`src/design/svd_pkg.sv`:
```
// Shared types and constants for the speech volume ducker.
// Holds item structs, configuration register codes and reset values.
// No dependencies.
package svd_pkg;

  // Field widths
  localparam int unsigned LEVEL_W   = 8;
  localparam int unsigned VOL_W     = 7;
  localparam int unsigned HOLD_W    = 16;
  localparam int unsigned RAMP_W    = 10;
  localparam int unsigned STEP_W    = 7;
  localparam int unsigned FLOOR_W   = 16;
  localparam int unsigned CFG_IDX_W = 3;
  localparam int unsigned CFG_DATA_W = 16;
  localparam int unsigned PROD_W    = VOL_W + FLOOR_W;

  // Levels at or below this mean the wearer is speaking
  localparam logic [LEVEL_W-1:0] SPEECH_LEVEL_MAX = 8'h02;
  // Full-scale volume in percent
  localparam logic [VOL_W-1:0]   VOL_MAX          = 7'd100;
  // Half an integer LSB of the Q7.16 product, for round half up
  localparam logic [PROD_W-1:0]  ROUND_HALF       = PROD_W'(32768);

  // Register reset values
  localparam logic [HOLD_W-1:0]  HOLD_TICKS_RST    = 16'd1200;
  localparam logic [RAMP_W-1:0]  RAMP_INTERVAL_RST = 10'd30;
  localparam logic [STEP_W-1:0]  DUCK_STEP_RST     = 7'd9;
  localparam logic [STEP_W-1:0]  RESTORE_STEP_RST  = 7'd2;
  localparam logic [FLOOR_W-1:0] DUCK_FLOOR_RST    = 16'd13107;

  // Configuration register indexes
  typedef enum logic [CFG_IDX_W-1:0] {
    CFG_HOLD_TICKS    = 3'd0,
    CFG_RAMP_INTERVAL = 3'd1,
    CFG_DUCK_STEP     = 3'd2,
    CFG_RESTORE_STEP  = 3'd3,
    CFG_DUCK_FLOOR    = 3'd4
  } cfg_idx_t;

  // Item commands
  localparam logic CMD_LEVEL = 1'b0;
  localparam logic CMD_TICK  = 1'b1;

  typedef struct packed {
    logic [HOLD_W-1:0]  hold_ticks;
    logic [RAMP_W-1:0]  ramp_interval_ticks;
    logic [STEP_W-1:0]  duck_step;
    logic [STEP_W-1:0]  restore_step;
    logic [FLOOR_W-1:0] duck_floor_q16;
  } cfg_t;

  typedef struct packed {
    logic               cmd;
    logic [LEVEL_W-1:0] level;
    logic               output_is_target;
    logic [VOL_W-1:0]   system_volume;
    logic               system_volume_valid;
  } in_item_t;

  typedef struct packed {
    logic             volume_write;
    logic [VOL_W-1:0] volume;
    logic             ducking_engaged;
  } out_item_t;

endpackage

```
`src/design/svd_cfg.sv`:
```
// Configuration register file of the speech volume ducker.
// Depends on svd_pkg for register codes, widths and reset values.
module svd_cfg import svd_pkg::*; (
  input  logic                  clk,
  input  logic                  rst,
  input  logic                  cfg_write,
  input  logic [CFG_IDX_W-1:0]  cfg_index,
  input  logic [CFG_DATA_W-1:0] cfg_data,
  output cfg_t                  cfg
);

  // Write the addressed register; unknown indexes are dropped
  always_ff @(posedge clk) begin
    if (rst) begin
      cfg.hold_ticks          <= HOLD_TICKS_RST;
      cfg.ramp_interval_ticks <= RAMP_INTERVAL_RST;
      cfg.duck_step           <= DUCK_STEP_RST;
      cfg.restore_step        <= RESTORE_STEP_RST;
      cfg.duck_floor_q16      <= DUCK_FLOOR_RST;
    end else if (cfg_write) begin
      case (cfg_index)
        CFG_HOLD_TICKS:    cfg.hold_ticks          <= cfg_data[HOLD_W-1:0];
        CFG_RAMP_INTERVAL: cfg.ramp_interval_ticks <= cfg_data[RAMP_W-1:0];
        CFG_DUCK_STEP:     cfg.duck_step           <= cfg_data[STEP_W-1:0];
        CFG_RESTORE_STEP:  cfg.restore_step        <= cfg_data[STEP_W-1:0];
        CFG_DUCK_FLOOR:    cfg.duck_floor_q16      <= cfg_data[FLOOR_W-1:0];
        default: ;
      endcase
    end
  end

endmodule

```
`src/design/svd_core.sv`:
```
// Ducking state and its combinational update for one item, registered when fire is high.
// Depends on svd_pkg for item structs and configuration struct.
module svd_core import svd_pkg::*; (
  input  logic      clk,
  input  logic      rst,
  input  logic      fire,
  input  in_item_t  item,
  input  cfg_t      cfg,
  output out_item_t result
);

  logic               captured, captured_next;
  logic [VOL_W-1:0]   baseline, baseline_next;
  logic [VOL_W-1:0]   current, current_next;
  logic [VOL_W-1:0]   target, target_next;
  logic               ramp_running, ramp_running_next;
  logic [RAMP_W-1:0]  ramp_counter, ramp_counter_next;
  logic               hold_running, hold_running_next;
  logic [HOLD_W-1:0]  hold_counter, hold_counter_next;

  logic               speech;
  logic [VOL_W-1:0]   capture_vol;
  logic [VOL_W-1:0]   base_sel;
  logic [PROD_W-1:0]  product;
  logic [VOL_W-1:0]   ducked_target;
  logic               hold_expire;
  logic [VOL_W-1:0]   target_mid;
  logic [RAMP_W-1:0]  interval;
  logic [RAMP_W-1:0]  ramp_inc;
  logic [VOL_W-1:0]   down_diff;
  logic [VOL_W:0]     up_sum;
  logic [VOL_W-1:0]   step_vol;
  logic               write;

  // Decode the item and the ducked target
  assign speech        = (item.level <= SPEECH_LEVEL_MAX);
  assign capture_vol   = (item.system_volume > VOL_MAX) ? VOL_MAX : item.system_volume;
  assign base_sel      = captured ? baseline : capture_vol;
  assign product       = PROD_W'(base_sel) * PROD_W'(cfg.duck_floor_q16) + ROUND_HALF;
  assign ducked_target = product[PROD_W-1:FLOOR_W];

  // Hold expiry comes before the ramp on a tick
  assign hold_expire = hold_running && (hold_counter <= HOLD_W'(1));
  assign target_mid  = (hold_expire && captured) ? baseline : target;

  // Ramp timer and one clamped step toward the target
  assign interval  = (cfg.ramp_interval_ticks == '0) ? RAMP_W'(1) : cfg.ramp_interval_ticks;
  assign ramp_inc  = ramp_counter + RAMP_W'(1);
  assign down_diff = current - target_mid;
  assign up_sum    = {1'b0, current} + {1'b0, cfg.restore_step};

  always_comb begin
    if (target_mid < current) begin
      step_vol = (cfg.duck_step >= down_diff) ? target_mid : current - cfg.duck_step;
    end else begin
      step_vol = (up_sum > {1'b0, target_mid}) ? target_mid : up_sum[VOL_W-1:0];
    end
  end

  // Next state for the item in hand
  always_comb begin
    captured_next     = captured;
    baseline_next     = baseline;
    current_next      = current;
    target_next       = target;
    ramp_running_next = ramp_running;
    ramp_counter_next = ramp_counter;
    hold_running_next = hold_running;
    hold_counter_next = hold_counter;
    write             = 1'b0;
    if (item.cmd == CMD_LEVEL) begin
      if (item.output_is_target) begin
        if (speech) begin
          if (captured || item.system_volume_valid) begin
            if (!captured) begin
              baseline_next = capture_vol;
              current_next  = capture_vol;
              captured_next = 1'b1;
            end
            hold_running_next = 1'b0;
            target_next       = ducked_target;
            if (!ramp_running) begin
              ramp_running_next = 1'b1;
              ramp_counter_next = '0;
            end
          end
        end else if (captured) begin
          hold_running_next = 1'b1;
          hold_counter_next = cfg.hold_ticks;
        end
      end
    end else begin
      if (hold_running) begin
        if (hold_expire) begin
          hold_running_next = 1'b0;
          hold_counter_next = '0;
          if (captured) begin
            target_next = baseline;
            if (!ramp_running) begin
              ramp_running_next = 1'b1;
              ramp_counter_next = '0;
            end
          end
        end else begin
          hold_counter_next = hold_counter - HOLD_W'(1);
        end
      end
      // A ramp started on this tick does not advance yet
      if (ramp_running) begin
        ramp_counter_next = ramp_inc;
        if (ramp_inc >= interval) begin
          ramp_counter_next = '0;
          if (!captured) begin
            ramp_running_next = 1'b0;
          end else if (current == target_mid) begin
            ramp_running_next = 1'b0;
            if (target_mid >= baseline) begin
              captured_next = 1'b0;
              baseline_next = '0;
              current_next  = '0;
              target_next   = '0;
            end
          end else begin
            current_next = step_vol;
            write        = 1'b1;
          end
        end
      end
    end
  end

  // Advance state when an item is processed
  always_ff @(posedge clk) begin
    if (rst) begin
      captured     <= 1'b0;
      baseline     <= '0;
      current      <= '0;
      target       <= '0;
      ramp_running <= 1'b0;
      ramp_counter <= '0;
      hold_running <= 1'b0;
      hold_counter <= '0;
    end else if (fire) begin
      captured     <= captured_next;
      baseline     <= baseline_next;
      current      <= current_next;
      target       <= target_next;
      ramp_running <= ramp_running_next;
      ramp_counter <= ramp_counter_next;
      hold_running <= hold_running_next;
      hold_counter <= hold_counter_next;
    end
  end

  assign result.volume_write    = write;
  assign result.volume          = current_next;
  assign result.ducking_engaged = captured_next;

`ifndef ASSERT_OFF
  // The ducked target never exceeds the captured baseline
  a_target_le_base: assert property (@(posedge clk) disable iff (rst)
    captured |-> target <= baseline)
    else $error("target above baseline");

  // Current volume stays within the baseline
  a_cur_le_base: assert property (@(posedge clk) disable iff (rst)
    captured |-> current <= baseline)
    else $error("current volume above baseline");

  // Without a baseline all volume state is cleared
  a_clear_when_free: assert property (@(posedge clk) disable iff (rst)
    !captured |-> (current == '0) && (baseline == '0) && (target == '0))
    else $error("volume state left behind on release");
`endif

endmodule

```
`src/design/speech_volume_ducker.sv`:
```
// Speech volume ducker: lowers volume while the wearer speaks, restores it after a hold.
// Items pass the input register, the combinational update in svd_core and the result register.
// Throughput: one item per cycle while out_ready is high; back-pressure stalls the input register.
// Reset: synchronous active-high rst clears all ducking state and loads register defaults.
// Depends on svd_pkg, svd_cfg and svd_core.
module speech_volume_ducker import svd_pkg::*; (
  input  logic                  clk,
  input  logic                  rst,
  input  logic                  cfg_write,
  input  logic [CFG_IDX_W-1:0]  cfg_index,
  input  logic [CFG_DATA_W-1:0] cfg_data,
  input  logic                  in_valid,
  output logic                  in_ready,
  input  in_item_t              in_data,
  output logic                  out_valid,
  input  logic                  out_ready,
  output out_item_t             out_data
);

  cfg_t      cfg;
  in_item_t  in_q;
  logic      in_q_valid;
  logic      advance;
  out_item_t result;

  svd_cfg u_cfg (
    .clk       (clk),
    .rst       (rst),
    .cfg_write (cfg_write),
    .cfg_index (cfg_index),
    .cfg_data  (cfg_data),
    .cfg       (cfg)
  );

  // Move the held item on when the result register is free or draining
  assign advance  = in_q_valid && (!out_valid || out_ready);
  assign in_ready = !in_q_valid || advance;

  // Input register
  always_ff @(posedge clk) begin
    if (rst) begin
      in_q_valid <= 1'b0;
    end else if (in_ready) begin
      in_q_valid <= in_valid;
    end
  end

  always_ff @(posedge clk) begin
    if (in_valid && in_ready) begin
      in_q <= in_data;
    end
  end

  svd_core u_core (
    .clk    (clk),
    .rst    (rst),
    .fire   (advance),
    .item   (in_q),
    .cfg    (cfg),
    .result (result)
  );

  // Result register
  always_ff @(posedge clk) begin
    if (rst) begin
      out_valid <= 1'b0;
    end else if (advance) begin
      out_valid <= 1'b1;
    end else if (out_ready) begin
      out_valid <= 1'b0;
    end
  end

  always_ff @(posedge clk) begin
    if (advance) begin
      out_data <= result;
    end
  end

`ifndef ASSERT_OFF
  // A processed item always lands in the result register
  a_advance_out: assert property (@(posedge clk) disable iff (rst)
    advance |=> out_valid)
    else $error("processed item lost");

  // A stalled item stays in the input register
  a_hold_input: assert property (@(posedge clk) disable iff (rst)
    in_q_valid && !advance |=> in_q_valid)
    else $error("stalled item dropped");

  // Released results carry zero volume
  a_free_vol_zero: assert property (@(posedge clk) disable iff (rst)
    out_valid && !out_data.ducking_engaged |-> out_data.volume == '0)
    else $error("volume reported without baseline");

  // Volume never exceeds full scale
  a_vol_max: assert property (@(posedge clk) disable iff (rst)
    out_valid |-> out_data.volume <= VOL_MAX)
    else $error("volume out of range");
`endif

endmodule

```
`config.mk`:
```
export PLATFORM = sky130hd
export DESIGN_NAME = speech_volume_ducker
export DESIGN_NICKNAME = d
export VERILOG_FILES = /design/src/design/svd_pkg.sv /design/src/design/svd_cfg.sv /design/src/design/svd_core.sv /design/src/design/speech_volume_ducker.sv
export SDC_FILE = /design/constraint.sdc
export NUM_CORES = 1
export LEC_CHECK = 0
export ABC_AREA = 1
export BUFFER_PORTS_ARGS = -buffer_cell sky130_fd_sc_hd__buf_2
export CORE_ASPECT_RATIO = 0.75
export CORE_UTILIZATION = 35
export CTS_CLUSTER_DIAMETER = 200
export DETAILED_ROUTE_END_ITERATION = 10
export GPL_ROUTABILITY_DRIVEN = 0
export PLACE_DENSITY = 0.58
export SETUP_SLACK_MARGIN = 0.05
export SLEW_MARGIN = 20
export SYNTH_ARGS = -nofsm -noshare
export SYNTH_HDL_FRONTEND = slang
export SYNTH_SLANG_ARGS = --single-unit
```
`constraint.sdc`:
```
create_clock -name clk -period 7.39 [get_ports clk]
set_clock_uncertainty 0.2 [all_clocks]
set_input_delay 0.739 -clock clk [delete_from_list [all_inputs] [get_ports clk]]
set_output_delay 0.739 -clock clk [all_outputs]
set_load 0.005 [all_outputs]
```
# --- Word-level counts from Yosys, hierarchy flattened ---
# Index checks and enable logic that the tools add are counted.
# Widths: inputs -> output; s select.
classes:
  n_addsub: 6
  mul: 1
  magnitude_cmp: 8
  eq_ne: 17
  mux: 84
  n_reduce_logical: 28
op_table:
  columns: ["op", "count"]
  rows:
  - ["$mux 7", 37]
  - ["$mux 10", 11]
  - ["$mux 16", 6]
  - ["$mux 1", 30]
  - ["$add 23x16->23 const B", 1]
  - ["$mul 7x16->23", 1]
  - ["$le 16x1->1 const B", 1]
  - ["$sub 16x1->16 const B", 1]
  - ["$ge 7x7->1", 2]
  - ["$sub 7x7->7", 2]
  - ["$ne 2x1->1 const B", 6]
  - ["$reduce_and 4->1", 3]
  - ["$add 10x1->10 const B", 1]
  - ["$ge 10x10->1", 1]
  - ["$logic_not 10->1", 1]
  - ["$reduce_and 2->1", 5]
  - ["$reduce_bool 2->1", 5]
  - ["$ne 3x1->1 const B", 3]
  - ["$reduce_and 9->1", 1]
  - ["$add 7x7->8", 1]
  - ["$gt 8x7->1", 1]
  - ["$le 8x2->1 const B", 1]
  - ["$reduce_and 8->1", 1]
  - ["$eq 7x7->1", 1]
  - ["other kinds (13)", 21]
totals:
  register_bits: 135
  out_inout_bits: 11

# --- Longest topological paths before layout ---
depth:
  ltp_word: 13
  mapped_depth: 33
  mapped_depth_nobuf: 33

# --- By module ---
# Synthesis repeated with hierarchy kept, for this count alone.
hier_totals:
  hier_cells: 1616
  area_unflattened_um2: 11602.4
modules_own_cells:
  columns: ["mod", "n_inst", "cells_per_inst", "area_each_um2"]
  rows:
  - ["svd_core", 1, 1262, 8451.9]
  - ["svd_cfg", 1, 315, 2248.4]
  - ["speech_volume_ducker", 1, 39, 902.1]

# --- Least setup slack after synthesis ---
# Ideal clock, no wire load.
synth_timing:
  path_kind: "register to register"
  start: "register in_q[1] (netlist bit)"
  end: "register u_core.target[5]"
  t_arrival_ps: 5110
  path_slack_ps: 1971
  path_stages_with_launch: 29
  path_cell_list: "edfxtp_1 o21ai_0 nand2_1 nand3_1 inv_1 or2_2 nand2_1 nand2_1 inv_1 buf_1 nor2_1 fa_1 inv_1 fa_1 inv_1 fa_1 fa_1 ha_1 a21oi_1 nor2_1 a211oi_1 o21bai_1 a21oi_1 nand2_1 or2_2 nand3_1 o211ai_1 nand2_1 inv_1"
synth_via:
  elab_chain_len: 9
synth_rtl:
  columns: ["item", "line", "source"]
  rows:
  - ["start, declared", "speech_volume_ducker.sv:21", "in_item_t in_q;"]
  - ["start signal, assigned", "speech_volume_ducker.sv:50", "in_q <= in_data;"]
  - ["$gt 7x7->1", "svd_core.sv:37", "assign capture_vol = (item.system_volume > VOL_MAX) ? VOL_MAX : item.system_volume;"]
  - ["$mux 7 (*)", "svd_core.sv:37", null]
  - ["$mux 7 (*)", null, null]
  - ["$mul 7x16->23 (*)", "svd_core.sv:39", "assign product = PROD_W'(base_sel) * PROD_W'(cfg.duck_floor_q16) + ROUND_HALF;"]
  - ["$add 23x16->23 (*)", "svd_core.sv:39", null]
  - ["$mux 7 (*)", "svd_core.sv:74", "if (captured || item.system_volume_valid) begin"]
  - ["$mux 7 (*)", "svd_core.sv:73", "if (speech) begin"]
  - ["$mux 7 (*)", "svd_core.sv:72", "if (item.output_is_target) begin"]
  - ["$mux 7 (*)", "svd_core.sv:71", "if (item.cmd == CMD_LEVEL) begin"]
  - ["end signal, assigned", "svd_core.sv:147", "target <= target_next;"]
  - ["end, declared", "svd_core.sv:15", "logic [VOL_W-1:0] target, target_next;"]
# Every way passes the cells marked *; elsewhere a longest branch is shown, timed or not. The select of a mux whose other input is x is not followed.
# A chain may end at the register's enable or synchronous reset.

# --- Final worst setup path ---
layout_timing:
  start: "register u_core.captured"
  end: "register u_core.target[4]"
layout_via:
  elab_chain_len: 9
layout_rtl:
  columns: ["item", "line", "source"]
  rows:
  - ["start, declared", "svd_core.sv:12", "logic captured, captured_next;"]
  - ["start signal, assigned", "svd_core.sv:144", "captured <= captured_next;"]
  - ["branches (longest 9 deep; another with $mul 7x16->23)", null, null]
# Several ways; the timed one is not identified. The select of a mux whose other input is x is not followed.

==> flow_summary_export.csv <==
group,metric,value,unit
yosys,synthTopCellsByArea,"dfxtp_1 (19%), fa_1 (13%), ha_1 (11%)",
routing,ant_nets,0,
clocking,cts-htree-levels,4,
power,power.density,232,mW/mm²
grt,grt_pass1_wl,51.6,mm
routing,post-route-drc-count,0,
routing,via_per_inst,5.08,
yosys,ys_warn_count,0,
timing,max_freq,0.162,GHz
yosys,synthArstFlopShare,0,%
cells_and_area,layout-drive-gt1-share,11.1,%
hold_path,min_path_type,"flop to flop",
clocking,cts_resized,0,
status,status,"complete, no violations",
place,dpl.hpwl,25.5,mm
yosys,syn_area,0.0113,mm²
clocking,cts_num_sinks,135,
cells_and_area,n_antenna_cell,0,
flow_run,cap_violations,0,
grt,grt_overflow_total,0,
critical_path,critPathKind,"flop to flop",
yosys,syn_avg_cell_area,7.56,µm²
clocking,root_buffer,"clkbuf_16",
yosys,ys_ff_latch,135,
yosys,synth_top_area_share,19.1,%
timing,slew_headroom,34.5,%
power,p_comb_share,42.8,%
timing,hold_viol,0,
power,irDropWorstVdd,0.000161,V
grt,grt.total_usage,20.2,%
cells_and_area,regArea,0.00297,mm²
yosys,synth_cells,1496,
cells_and_area,nets,1750,
hold_path,hp-start,"u_cfg.cfg[50]",
timing,rsz0062_at_grt,"no",
routing,routed_wl,32.0,mm
power,switching_share,41.1,%
critical_path,r2r_start,"u_core.captured",
timing,tns,0,ns
critical_path,critPathLaunch,"u_core.captured",
grt,grt_antenna_before_repair,0,
clocking,clk_latency,0.43,ns
power,pwr-share-clk,29.2,%
cells_and_area,multi_input_area,0.00725,mm²
floorplanning,die_x,210,µm
yosys,synthFlopType,"dfxtp_1",
floorplanning,io_pins,53,
clocking,tritoncts,"yes",
place,place_ws,1.24,ns
critical_path,r2r_slack,1.20,ns
timing,fin_ws,1.20,ns
grt,grt_pass1_vias,9569,
floorplanning,core_area,0.0315,mm²
cells_and_area,fillers,3273,
critical_path,arrival,6.31,ns
clocking,cts_buffer_depth,2,
power,cellLeakagePower,6.04,nW
clocking,post-cts-setup-buffer-count,0,
clocking,path_clk_slew,0.07,ns
critical_path,crit_path_start_kind,"flop",
critical_path,r2r_end,"u_core.target[4]",
yosys,synth_edf_count,27,
yosys,synth-seq-area-share,26.3,%
timing,setup_viol,0,
yosys,synth_nets,1707,
timing,worst_slew_pin_slew,0.983,ns
yosys,synth_area_leader_cell,"dfxtp_1",
clocking,numCtsBuffers,17,
timing,period_needed,6.19,ns
timing,drv_slew,0,
floorplanning,die_h,158,µm
critical_path,worstRegToRegCells,23,
yosys,synth_cell_types,52,
critical_path,path_max_fanout,19,
critical_path,cp.required,7.51,ns
floorplanning,rows,56,
routing,drtPass1Iterations,6,
power,seq_power_share,27.9,%
critical_path,critPathCaptureType,"flop",
power,intPower,1.72,mW
routing,via_count,9939,
cells_and_area,area_growth_syn_to_layout,11.0,%
routing,wl_per_cell,16.3,µm
floorplanning,die-area,0.0330,mm²
timing,finalCritPeriodShare,83.8,%
power,switchingPower,1.20,mW
grt,grt_max_degree,76,
routing,first_iter_violations,742,
critical_path,crit_end,"u_core.target[4]",
floorplanning,start_util,35.8,%
clocking,cts_hold_buffers,0,
place,portBuffers,52,
-- worst min path at each step --
stage	to	slack [ns]	cells past startpoint
global route	in_q[16]	0.26	1
finish	u_cfg.cfg[50]	0.26	2
CTS	in_q[13]	0.26	1
floorplan	u_cfg.cfg[47]	0.23	2
detailed placement	u_cfg.cfg[44]	0.25	2
global placement	u_cfg.cfg[44]	0.24	2
-- state kept, by name (all words and copies together) (netlist names) --
register	cells
in_q_valid	1
u_core.target	7
u_core.current	7
u_core.hold_counter	16
u_core.hold_running	1
u_core.baseline	7
u_core.ramp_counter	10
u_core.captured	1
in_q	18
u_core.ramp_running	1
out_valid	1
u_cfg.cfg	56
out_data	9
-- logic make-up (layout without fill, tap and decap cells) --
kind of cell    after synthesis  count (layout)  synth area share (%)
compound gates              291             291                  14.5
xor+xnor                     35              35                  2.71
fa+ha+maj                   169             169                  23.4
buf+inv                     278             334                  9.59
flops                       135             135                  26.3
simple gates                588             588                  23.5
-- cell usage after synthesis (12+ instances only) --
cell type,number
xor2_1,28
o211ai_1,23
edfxtp_1,27
nand4_1,12
nand2_1,242
or2_2,13
clkbuf_1,31
inv_1,232
a21oi_1,129
dfxtp_1,108
fa_1,71
nor2_1,195
nand2_2,20
nand3_1,56
o21ai_0,91
ha_1,98
-- critical path: stages (launching register included) --
cell      delay (ns)
dfxtp_1         0.79
clkinv_1        0.44
nand3_1         0.21
nand2_1         0.14
inv_1           0.40
nor2_1          0.13
fa_1            0.57
fa_1            0.44
fa_1            0.54
inv_1           0.05
fa_1            0.52
inv_1           0.04
ha_1            0.31
nand2_1         0.11
nor2_1          0.19
inv_1           0.06
nor3_1          0.26
nand3_1         0.12
o211ai_1        0.09
a211oi_1        0.06
nand2_1         0.11
a21oi_1         0.07
o21ai_0         0.12
a31oi_1         0.09
-- layer usage --
| metal | vias up | global-route usage, % | share of wire, % |
|---|---|---|---|
| met2 | 274 | 30.6 | 42 |
| met5 | - | 0 | 0 |
| li1 | 4930 | - | - |
| met3 | 28 | 3.55 | 6.7 |
| met1 | 4707 | 29.7 | 50 |
| met4 | 0 | 4.41 | 1.3 |
-- metrics by stage --
stage          std cells  total power, mW  util (%)  area (µm²)  hold WS [ns]
2_1_floorplan       1496             1.76         -       11300         0.229
3_3_place_gp        1926             2.06      37.9       12000         0.242
3_5_place_dp        1926             2.07      38.0       12000         0.247
4_1_cts             1958             2.93      39.8       12500         0.264
5_1_grt             1958             3.17      39.8       12500         0.263
6_report            1958             2.92      39.8       12500         0.258
-- power groups by stage --
stage	sequential, mW	combinational, mW	clock [mW]
after global placement	0.828	1.23	0
after floorplan	0.815	0.950	0
after detailed placement	0.829	1.24	0
after global routing	0.816	1.45	0.902
after CTS	0.813	1.25	0.866
final	0.814	1.25	0.853
-- area by class of cell --
class	instances	share of cell area (%)
clock buffers	18	3.50
clock inverters	14	1.09
inverters	241	7.23
multi-input cells	1083	57.8
flip-flops and latches	135	23.7
well taps	406	4.05
repair buffers	61	2.61
-- layout by cell type (no fill, tap or decap), types with 3 or more instances in the layout --
cell	n
o221ai_1	4
inv_4	3
ha_1	98
a21o_1	3
nand2_1	242
nand2_4	9
clkinv_1	3
o21a_1	3
or2_2	13
nand3_2	6
o21ai_1	5
inv_1	231
clkbuf_16	17
xor2_1	28
a21oi_1	129
nor2_2	7
o211ai_1	23
xnor2_1	7
nand4_1	12
edfxtp_1	27
buf_4	9
nand3_1	56
nor2_4	6
inv_6	6
a211oi_1	6
a31oi_1	11
a221oi_1	4
dfxtp_1	108
nor3_1	10
nand2_2	20
nor3_2	3
nor2_1	194
o21ai_0	91
inv_2	6
buf_2	52
fa_1	71
Power figures use the tool's default switching activity.
